--- src/rtl/rhc_pkg.sv ---
`timescale 1ns / 1ps
// rhc_pkg: widths, pipeline geometry and the stage payload type
// of the rgb to hsl converter; no dependencies
package rhc_pkg;

  localparam int CH_W    = 8;                 // channel and output field width
  localparam int SUM_W   = CH_W + 1;          // max + min
  localparam int HNUM_W  = CH_W + 3;          // hue numerator and 6*chroma
  localparam int HREM_W  = HNUM_W + CH_W;     // 255 * hue numerator
  localparam int SREM_W  = 2 * CH_W;          // 255 * chroma
  localparam int Q_W     = CH_W;              // quotient width

  localparam int DIV_FIRST    = 2;            // first divider stage
  localparam int BITS_PER_STG = 2;            // quotient bits per divider stage
  localparam int NSTG         = DIV_FIRST + Q_W / BITS_PER_STG;

  typedef struct packed {
    logic [HREM_W-1:0] hrem;    // hue dividend, then partial remainder
    logic [HNUM_W-1:0] hdiv;    // hue divisor, 6*chroma, never zero
    logic [SREM_W-1:0] srem;    // saturation dividend, then partial remainder
    logic [CH_W-1:0]   sdiv;    // saturation divisor, never zero
    logic [Q_W-1:0]    hq;      // hue quotient bits
    logic [Q_W-1:0]    sq;      // saturation quotient bits
    logic [CH_W-1:0]   light;   // lightness, final after the first stage
  } pipe_t;

endpackage

--- src/rtl/rhc_rgb_if.sv ---
`timescale 1ns / 1ps
// rhc_rgb_if: valid/ready channel carrying one rgb pixel per beat
// depends on rhc_pkg
interface rhc_rgb_if;
  logic                   valid;
  logic                   ready;
  logic [rhc_pkg::CH_W-1:0] red;
  logic [rhc_pkg::CH_W-1:0] green;
  logic [rhc_pkg::CH_W-1:0] blue;

  modport source (output valid, output red, output green, output blue, input ready);
  modport sink   (input valid, input red, input green, input blue, output ready);
endinterface

--- src/rtl/rhc_hsl_if.sv ---
`timescale 1ns / 1ps
// rhc_hsl_if: valid/ready channel carrying one hsl result per beat
// depends on rhc_pkg
interface rhc_hsl_if;
  logic                   valid;
  logic                   ready;
  logic [rhc_pkg::CH_W-1:0] hue;
  logic [rhc_pkg::CH_W-1:0] saturation;
  logic [rhc_pkg::CH_W-1:0] lightness;

  modport source (output valid, output hue, output saturation, output lightness,
                  input ready);
  modport sink   (input valid, input hue, input saturation, input lightness,
                  output ready);
endinterface

--- src/rtl/rgb_to_hsl_converter.sv ---
`timescale 1ns / 1ps
// rgb_to_hsl_converter: 6-stage pipeline from input beat to result, throughput
// one pixel per cycle when not stalled; both divides are restoring dividers that
// resolve two quotient bits per stage over four stages, running side by side
// each stage holds its beat while the stage after it is full and stalled
// synchronous active-low reset clears all stage valid bits; payload is not reset
// depends on rhc_pkg, rhc_rgb_if, rhc_hsl_if
module rgb_to_hsl_converter (
  input  logic             clk,
  input  logic             rst_n,
  rhc_rgb_if.sink          in_px,
  rhc_hsl_if.source        out_px
);
  import rhc_pkg::*;

  pipe_t            st_r   [NSTG];
  pipe_t            st_nxt [NSTG];
  logic [NSTG-1:0]  vld_r;
  logic [NSTG-1:0]  rdy;

  // stage 0: max, min, sector, hue numerator, divisors and lightness
  always_comb begin
    logic [CH_W-1:0]   r, g, b, mx, mn, ch, den;
    logic [SUM_W-1:0]  sum, fold;
    logic [HNUM_W:0]   six, num, r1, g1, b1, ch1;
    logic              red_max, grn_max;
    r = in_px.red;
    g = in_px.green;
    b = in_px.blue;
    red_max = (r >= g) && (r >= b);
    grn_max = !red_max && (g >= b);
    mx = red_max ? r : (grn_max ? g : b);
    mn = (r <= g && r <= b) ? r : ((g <= b) ? g : b);
    sum = {1'b0, mx} + {1'b0, mn};
    ch  = mx - mn;
    r1  = (HNUM_W + 1)'(r);
    g1  = (HNUM_W + 1)'(g);
    b1  = (HNUM_W + 1)'(b);
    ch1 = (HNUM_W + 1)'(ch);
    six = (ch1 << 2) + (ch1 << 1);
    if (red_max) begin
      // negative red-sector hue wraps by a full circle
      num = (g >= b) ? (g1 - b1) : (six - (b1 - g1));
    end else if (grn_max) begin
      num = (ch1 << 1) + b1 - r1;
    end else begin
      num = (ch1 << 2) + r1 - g1;
    end
    // min(sum, 2F - sum)
    fold = sum[SUM_W-1] ? (SUM_W'(2 * ((1 << CH_W) - 1)) - sum) : sum;
    den  = fold[CH_W-1:0];

    st_nxt[0]       = '0;
    st_nxt[0].hrem  = HREM_W'(num[HNUM_W-1:0]);
    // gray or black/white: dividend is zero, a divisor of one keeps the quotient zero
    st_nxt[0].hdiv  = (ch == '0) ? HNUM_W'(1) : six[HNUM_W-1:0];
    st_nxt[0].srem  = SREM_W'(ch);
    st_nxt[0].sdiv  = (den == '0) ? CH_W'(1) : den;
    st_nxt[0].light = sum[SUM_W-1:1];
  end

  // stage 1: scale both dividends by 255
  always_comb begin
    st_nxt[1]      = st_r[0];
    st_nxt[1].hrem = (st_r[0].hrem << CH_W) - st_r[0].hrem;
    st_nxt[1].srem = (st_r[0].srem << CH_W) - st_r[0].srem;
  end

  // divider stages, quotient msb first
  for (genvar k = DIV_FIRST; k < NSTG; k++) begin : g_div
    localparam int HI = Q_W - 1 - BITS_PER_STG * (k - DIV_FIRST);
    always_comb begin
      logic [HREM_W-1:0] hd;
      logic [SREM_W-1:0] sd;
      st_nxt[k] = st_r[k-1];
      for (int j = 0; j < BITS_PER_STG; j++) begin
        hd = HREM_W'(st_nxt[k].hdiv) << (HI - j);
        sd = SREM_W'(st_nxt[k].sdiv) << (HI - j);
        if (st_nxt[k].hrem >= hd) begin
          st_nxt[k].hrem         = st_nxt[k].hrem - hd;
          st_nxt[k].hq[HI - j]   = 1'b1;
        end
        if (st_nxt[k].srem >= sd) begin
          st_nxt[k].srem         = st_nxt[k].srem - sd;
          st_nxt[k].sq[HI - j]   = 1'b1;
        end
      end
    end
  end

  // a stage takes a beat when it is empty or its contents move on
  for (genvar k = 0; k < NSTG; k++) begin : g_stage
    if (k == NSTG - 1) begin : g_last
      assign rdy[k] = !vld_r[k] || out_px.ready;
    end else begin : g_mid
      assign rdy[k] = !vld_r[k] || rdy[k+1];
    end

    always_ff @(posedge clk) begin
      if (!rst_n) begin
        vld_r[k] <= 1'b0;
      end else if (rdy[k]) begin
        vld_r[k] <= (k == 0) ? in_px.valid : vld_r[(k == 0) ? 0 : k - 1];
      end
      if (rdy[k]) begin
        st_r[k] <= st_nxt[k];
      end
    end
  end

  assign in_px.ready       = rdy[0];
  assign out_px.valid      = vld_r[NSTG-1];
  assign out_px.hue        = st_r[NSTG-1].hq;
  assign out_px.saturation = st_r[NSTG-1].sq;
  assign out_px.lightness  = st_r[NSTG-1].light;

  // reset empties the whole pipeline
  assert property (@(posedge clk) !rst_n |=> vld_r == '0)
    else $error("pipeline not empty after reset");

  // an accepted beat always lands in stage 0
  assert property (@(posedge clk) disable iff (!rst_n)
    in_px.valid && in_px.ready |=> vld_r[0])
    else $error("accepted beat lost at stage 0");

  // divisors never reach the divider as zero
  assert property (@(posedge clk) disable iff (!rst_n)
    vld_r[0] |-> st_r[0].hdiv != '0 && st_r[0].sdiv != '0)
    else $error("zero divisor entered pipeline");

  // after the last divider stage both remainders are below their divisors
  assert property (@(posedge clk) disable iff (!rst_n)
    vld_r[NSTG-1] |-> st_r[NSTG-1].hrem < HREM_W'(st_r[NSTG-1].hdiv)
                   && st_r[NSTG-1].srem < SREM_W'(st_r[NSTG-1].sdiv))
    else $error("divider remainder out of range");

  // a full circle never shows as hue
  assert property (@(posedge clk) disable iff (!rst_n)
    out_px.valid |-> out_px.hue != {CH_W{1'b1}})
    else $error("hue reached full circle");

endmodule

--- src/flat_wrapper.sv ---
// flat-port wrapper written by rule: the top's interface ports become plain ports
module rgb_to_hsl_converter_flat import rhc_pkg::*;
  (clk, rst_n, in_px_valid, in_px_red, in_px_green, in_px_blue, in_px_ready, out_px_valid, out_px_hue, out_px_saturation, out_px_lightness, out_px_ready);
  rhc_rgb_if in_px_i ();
  rhc_hsl_if out_px_i ();
  input  logic clk;
  input  logic rst_n;
  input wire logic [$bits(in_px_i.valid)-1:0] in_px_valid;
  input wire logic [$bits(in_px_i.red)-1:0] in_px_red;
  input wire logic [$bits(in_px_i.green)-1:0] in_px_green;
  input wire logic [$bits(in_px_i.blue)-1:0] in_px_blue;
  output wire logic [$bits(in_px_i.ready)-1:0] in_px_ready;
  output wire logic [$bits(out_px_i.valid)-1:0] out_px_valid;
  output wire logic [$bits(out_px_i.hue)-1:0] out_px_hue;
  output wire logic [$bits(out_px_i.saturation)-1:0] out_px_saturation;
  output wire logic [$bits(out_px_i.lightness)-1:0] out_px_lightness;
  input wire logic [$bits(out_px_i.ready)-1:0] out_px_ready;
  assign in_px_i.valid = in_px_valid;
  assign in_px_i.red = in_px_red;
  assign in_px_i.green = in_px_green;
  assign in_px_i.blue = in_px_blue;
  assign in_px_ready = in_px_i.ready;
  assign out_px_valid = out_px_i.valid;
  assign out_px_hue = out_px_i.hue;
  assign out_px_saturation = out_px_i.saturation;
  assign out_px_lightness = out_px_i.lightness;
  assign out_px_i.ready = out_px_ready;
  rgb_to_hsl_converter u_core (.clk(clk), .rst_n(rst_n), .in_px(in_px_i), .out_px(out_px_i));
endmodule
--- config.mk ---
export PLATFORM = sky130hd
export DESIGN_NAME = rgb_to_hsl_converter_flat
export DESIGN_NICKNAME = d
export VERILOG_FILES = /design/src/rtl/rhc_pkg.sv /design/src/rtl/rhc_rgb_if.sv /design/src/rtl/rhc_hsl_if.sv /design/src/rtl/rgb_to_hsl_converter.sv /design/src/flat_wrapper.sv
export SDC_FILE = /design/constraint.sdc
export NUM_CORES = 1
export LEC_CHECK = 0
export BUFFER_PORTS_ARGS = -buffer_cell sky130_fd_sc_hd__buf_2
export CAP_MARGIN = 20
export CORE_MARGIN = 1
export CORE_UTILIZATION = 25
export DETAILED_ROUTE_END_ITERATION = 16
export GPL_ROUTABILITY_DRIVEN = 0
export MAX_ROUTING_LAYER = met4
export SKIP_LAST_GASP = 1
export SLEW_MARGIN = 5
export SYNTH_ARGS = -nofsm -noshare
export SYNTH_HDL_FRONTEND = slang
export SYNTH_SLANG_ARGS = --single-unit
--- constraint.sdc ---
create_clock -name clk -period 17.3 [get_ports clk]
set_clock_uncertainty 0.2 [all_clocks]
set_input_delay 3.46 -clock clk [delete_from_list [all_inputs] [get_ports clk]]
set_output_delay 3.46 -clock clk [all_outputs]
set_load 0.01 [all_outputs]
# --- After elaboration in Yosys (flattened, before gate mapping) ---
# Memory sizes are Yosys's and may differ from the RTL's.
# Index checks and enable logic that the tools add are counted.
word_totals:
  register_bits: 6
  ram_bits: 468
  wordCells: 130
  mem_count: 1
memory_table:
  columns: ["name", "words", "width", "read_ports", "rd_ports_with_merged_regs", "write_ports", "line_no", "text"]
  rows:
  - ["u_core.st_r", 6, 78, 6, 0, 6, "rgb_to_hsl_converter.sv:16", "pipe_t st_r [NSTG];"]
op_classes:
  add_sub_neg: 29
  order_cmp: 22
  muxes: 54
  reduce_logical: 18
op_table:
  columns: ["op", "n"]
  rows:
  - ["$mux W19", 8]
  - ["$mux W16", 8]
  - ["$mux W8", 6]
  - ["$mux W11", 4]
  - ["$mux W1", 28]
  - ["$ge A8 B8 Y1", 3]
  - ["$le A8 B8 Y1", 3]
  - ["$ge A19 B11 Y1", 1]
  - ["$ge A19 B12 Y1", 1]
  - ["$ge A19 B13 Y1", 1]
  - ["$ge A19 B14 Y1", 1]
  - ["$ge A19 B15 Y1", 1]
  - ["$ge A19 B16 Y1", 1]
  - ["$ge A19 B17 Y1", 1]
  - ["$ge A19 B18 Y1", 1]
  - ["$sub A19 B11 Y19", 1]
  - ["$sub A19 B12 Y19", 1]
  - ["$sub A19 B13 Y19", 1]
  - ["$sub A19 B14 Y19", 1]
  - ["$sub A19 B15 Y19", 1]
  - ["$sub A19 B16 Y19", 1]
  - ["$sub A19 B17 Y19", 1]
  - ["$sub A19 B18 Y19", 1]
  - ["$sub A19 B19 Y19", 1]
  - ["other kinds (31)", 46]

# --- Depth between registers and ports, before layout ---
depth:
  word_depth: 11
  depth_mapped: 33
  ltp_nobuf: 31

# --- Least setup slack after synthesis ---
# No wires, ideal clock.
synth_timing:
  kind: "in2reg"
  start: "in in_px_green[2]"
  end: "mem u_core.st_r[0][68] in the netlist's numbering, data pin"
  arrival_ps: 9262
  setup_slack_ps: 7567
  path_stages: 30
  n_path_buf: 1
  cell_sequence: "inv_1 ha_1 nor2b_1 o21a_1 o211ai_1 nand3_1 and2_1 nor2b_1 a21oi_1 clkbuf_1 o21ai_0 ha_1 fa_1 or3_1 a31o_2 nand2b_1 a21oi_1 xnor2_1 ha_1 o21ai_0 o32ai_1 a311o_1 xnor2_1 ha_1 a21oi_1 nor2_1 a31oi_1 o2111ai_1 o21ai_0 a21oi_1"
synth_rtl:
  columns: ["item", "line_no", "text"]
  rows:
  - ["from (decl)", "flat_wrapper.sv:10", "input wire logic [$bits(in_px_i.green)-1:0] in_px_green;"]
  - ["to (decl)", "rgb_to_hsl_converter.sv:16", null]

==> out/results.ini <==
[sta]
fmax_mhz=96.8
tns_ps=0
worst_pin_slew_ps=1010
maxSlewViolCount=0
setup_viol_count_final=0
hold_viol_final=0
slew_headroom_pct=32.6
fin_crit_ps=10330
grt_setup_unrepaired=no
fin_crit_sh_pct=59.7
setup_slack_ps=6970

[synth]
synth_enable_flop_cells=342
yosysUniqueCellTypes=83
synth_top_cell_area_share_pct=41.6
ys_seq_elements=348
seq_area_frac_synth_pct=42.1
syn_area_sq_mm=0.0247
synthCells=2362
yosys.area.top_type=edfxtp_1
synthTopCellsByArea=edfxtp_1 42%, ha_1 12%, xnor2_1 4.0%
yosys_warnings=0
postSynthAreaPerCell_sq_um=10.4
synth_nets=2670
ys.flop_type=edfxtp_1
async_reset_ff_share_pct=0

[die]
initial_core_util_pct=25.4
die_y_um=316
dieArea_sq_mm=0.0999
die_w_um=316
core_area_sq_mm=0.0973
io_pins=54
rows=114

[drt]
first_pass_iters=7
num_vias=17100
wl_per_cell_um=14.5
via_per_inst=4.58
drt_iter0_markers=892
antenna_left=0
wl_um=54100
drc=0

[finish]
syn_to_final_growth_pct=12.6
drive_gt1_share_pct=9.85
insertedDiodeCount=0
final_nets=2736

[grt]
grt_pass1_wl_um=87500
overflow=0
grtUsageTotal_pct=11.1
grt_pass1_vias=16900
grt_max_degree=75
antenna_found_initial=2

[cts]
cts_setup_buffers=0
cts_buffers=39
cts_tree=built
clk_pin_slew_ps=50
ctsRootBufferMaster=clkbuf_16
cts_buffer_depth=3
clk-insertion-delay-late_ps=560
htreeDepth=2
clock_sinks=348
cts_resized=0
ctsHoldBuffers=0

[critical_path]
critPathLaunchType=input pin
critPathKind=in2reg
crit_required_ps=17410
crit_family=compound AO/OA/AOI/OAI gates
rr_endpoint=u_core.st_r[3][68]
r2r-start=u_core.st_r[2][64]
cp_slowest_stage_delay_ps=580
worstPathMaxFanout=8
rr_worst_depth=22
cp_common_cell=ha_1
arrival_ps=10440
critical_path.endpoint_type=register
slowest_stage=or4b_2
worstPathBufferInverterCount=3
regToRegSetupSlack_ps=11010

[run]
drv_cap=0

[hold_path]
hold_depth=0
min_from=u_core.st_r[4][3]
holdCritPathClass=reg2reg
min_to=u_core.st_r[5][3]

[outcome]
outcome=complete, no violations

[placement]
dp_slack_ps=6560
io_buffers=53
place_hpwl_um=42900

final cells by class:
cell class / instances / area, sq um
clock inverters: 26 / 275
repair buffers: 65 / 355
multi-input cells: 1750 / 13300
fillers: 10200 / 69500
well taps: 1276 / 1600
flip-flops and latches: 348 / 10400
clock buffers: 45 / 1020
inverters: 224 / 846
flip-flops by register name, summed over array words and instances (netlist names):
name                 count
u_core.vld_r             5
u_core.st_r            342
u_core.out_px.valid      1
cells by family after synthesis:
group                      count (synthesis)  synth area share [%]
DFF                                      348                  42.1
adders and majority gates                280                  15.3
AOI/OAI and AO/OA                        554                  14.3
xor gates and xnor gates                 179                  6.41
buffers and inverters                    264                  4.14
muxes                                    109                  4.81
and+or+nand+nor                          628                  12.9
cells in the mapped netlist, drive strengths merged (5+ instances only):
cell type	n
xor2	64
o21a	37
o211ai	9
nand3	23
or2	16
nor3	42
nor3b	7
and3	14
inv	223
nand4	36
edfxtp	342
o41ai	8
nor2b	57
xnor2	114
o31a	11
nand4b	6
clkbuf	27
ha	244
a21o	58
a21boi	13
o21ai	135
or3	14
nor4	19
a211oi	28
a31oi	14
mux2i	33
nor2	186
a211o	5
dfxtp	6
o21bai	15
nand2b	35
fa	36
o31ai	6
mux2	76
nand2	132
or4	13
a21oi	165
and2	7
buf	13
cells in the final DEF (no fill, tap or decap), types with 37 or more instances in the layout:
cell,synthesis,final
nor2b_1,57,56
inv_1,222,220
nand2_1,132,130
buf_2,8,53
a21oi_1,164,164
xor2_1,64,64
ha_1,244,244
clkbuf_16,0,40
mux2_2,76,76
xnor2_1,114,114
a21o_1,58,58
o21a_1,37,37
nor2_1,186,186
nor3_1,42,42
o21ai_0,132,131
edfxtp_1,342,342
metal layers:
| metal | vias up | GRT usage, % | part of all wire (%) |
|---|---|---|---|
| met3 | 73 | 1.30 | 3.4 |
| met5 | - | - | 0 |
| met2 | 303 | 17.7 | 45 |
| met1 | 7973 | 15.0 | 50 |
| met4 | 0 | 2.70 | 1.8 |
| li1 | 8762 | - | - |
worst register-to-register path: cells and delay by family (launching register included):
kind                     cells  cell delay, ps
AO/OA/AOI/OAI                8            2070
adder cells (fa/ha/maj)      3             890
flip-flops                   1             390
multiplexers                 1             490
buffers and inverters        4             450
AND/OR/NAND/NOR              6            1540
per-stage QoR:
step | hold WS (ps) | utilization [%] | std cells | area (sq um)
2_1_floorplan | 200 | - | 2362 | 24700
3_3_place_gp | 201 | 27.2 | 3663 | 26500
3_5_place_dp | 205 | 27.2 | 3663 | 26500
4_1_cts | 217 | 28.5 | 3734 | 27800
5_1_grt | 220 | 28.5 | 3734 | 27800
6_report | 215 | 28.5 | 3734 | 27800
worst max path at each step:
stage / start / depth (start not counted) / slack (ps) / end
6_report: in_px_blue[1] / 29 / 6970 / u_core.st_r[0][69]
2_1_floorplan: in_px_green[2] / 30 / 7570 / u_core.st_r[0][68]
3_3_place_gp: in_px_blue[1] / 29 / 6650 / u_core.st_r[0][69]
3_5_place_dp: in_px_blue[1] / 31 / 6560 / u_core.st_r[0][68]
5_1_grt: in_px_blue[1] / 30 / 6540 / u_core.st_r[0][66]
4_1_cts: in_px_blue[1] / 29 / 7170 / u_core.st_r[0][69]
Power is not shown: default switching activity piles up to over one toggle a cycle in this logic, so the estimate is an artifact.
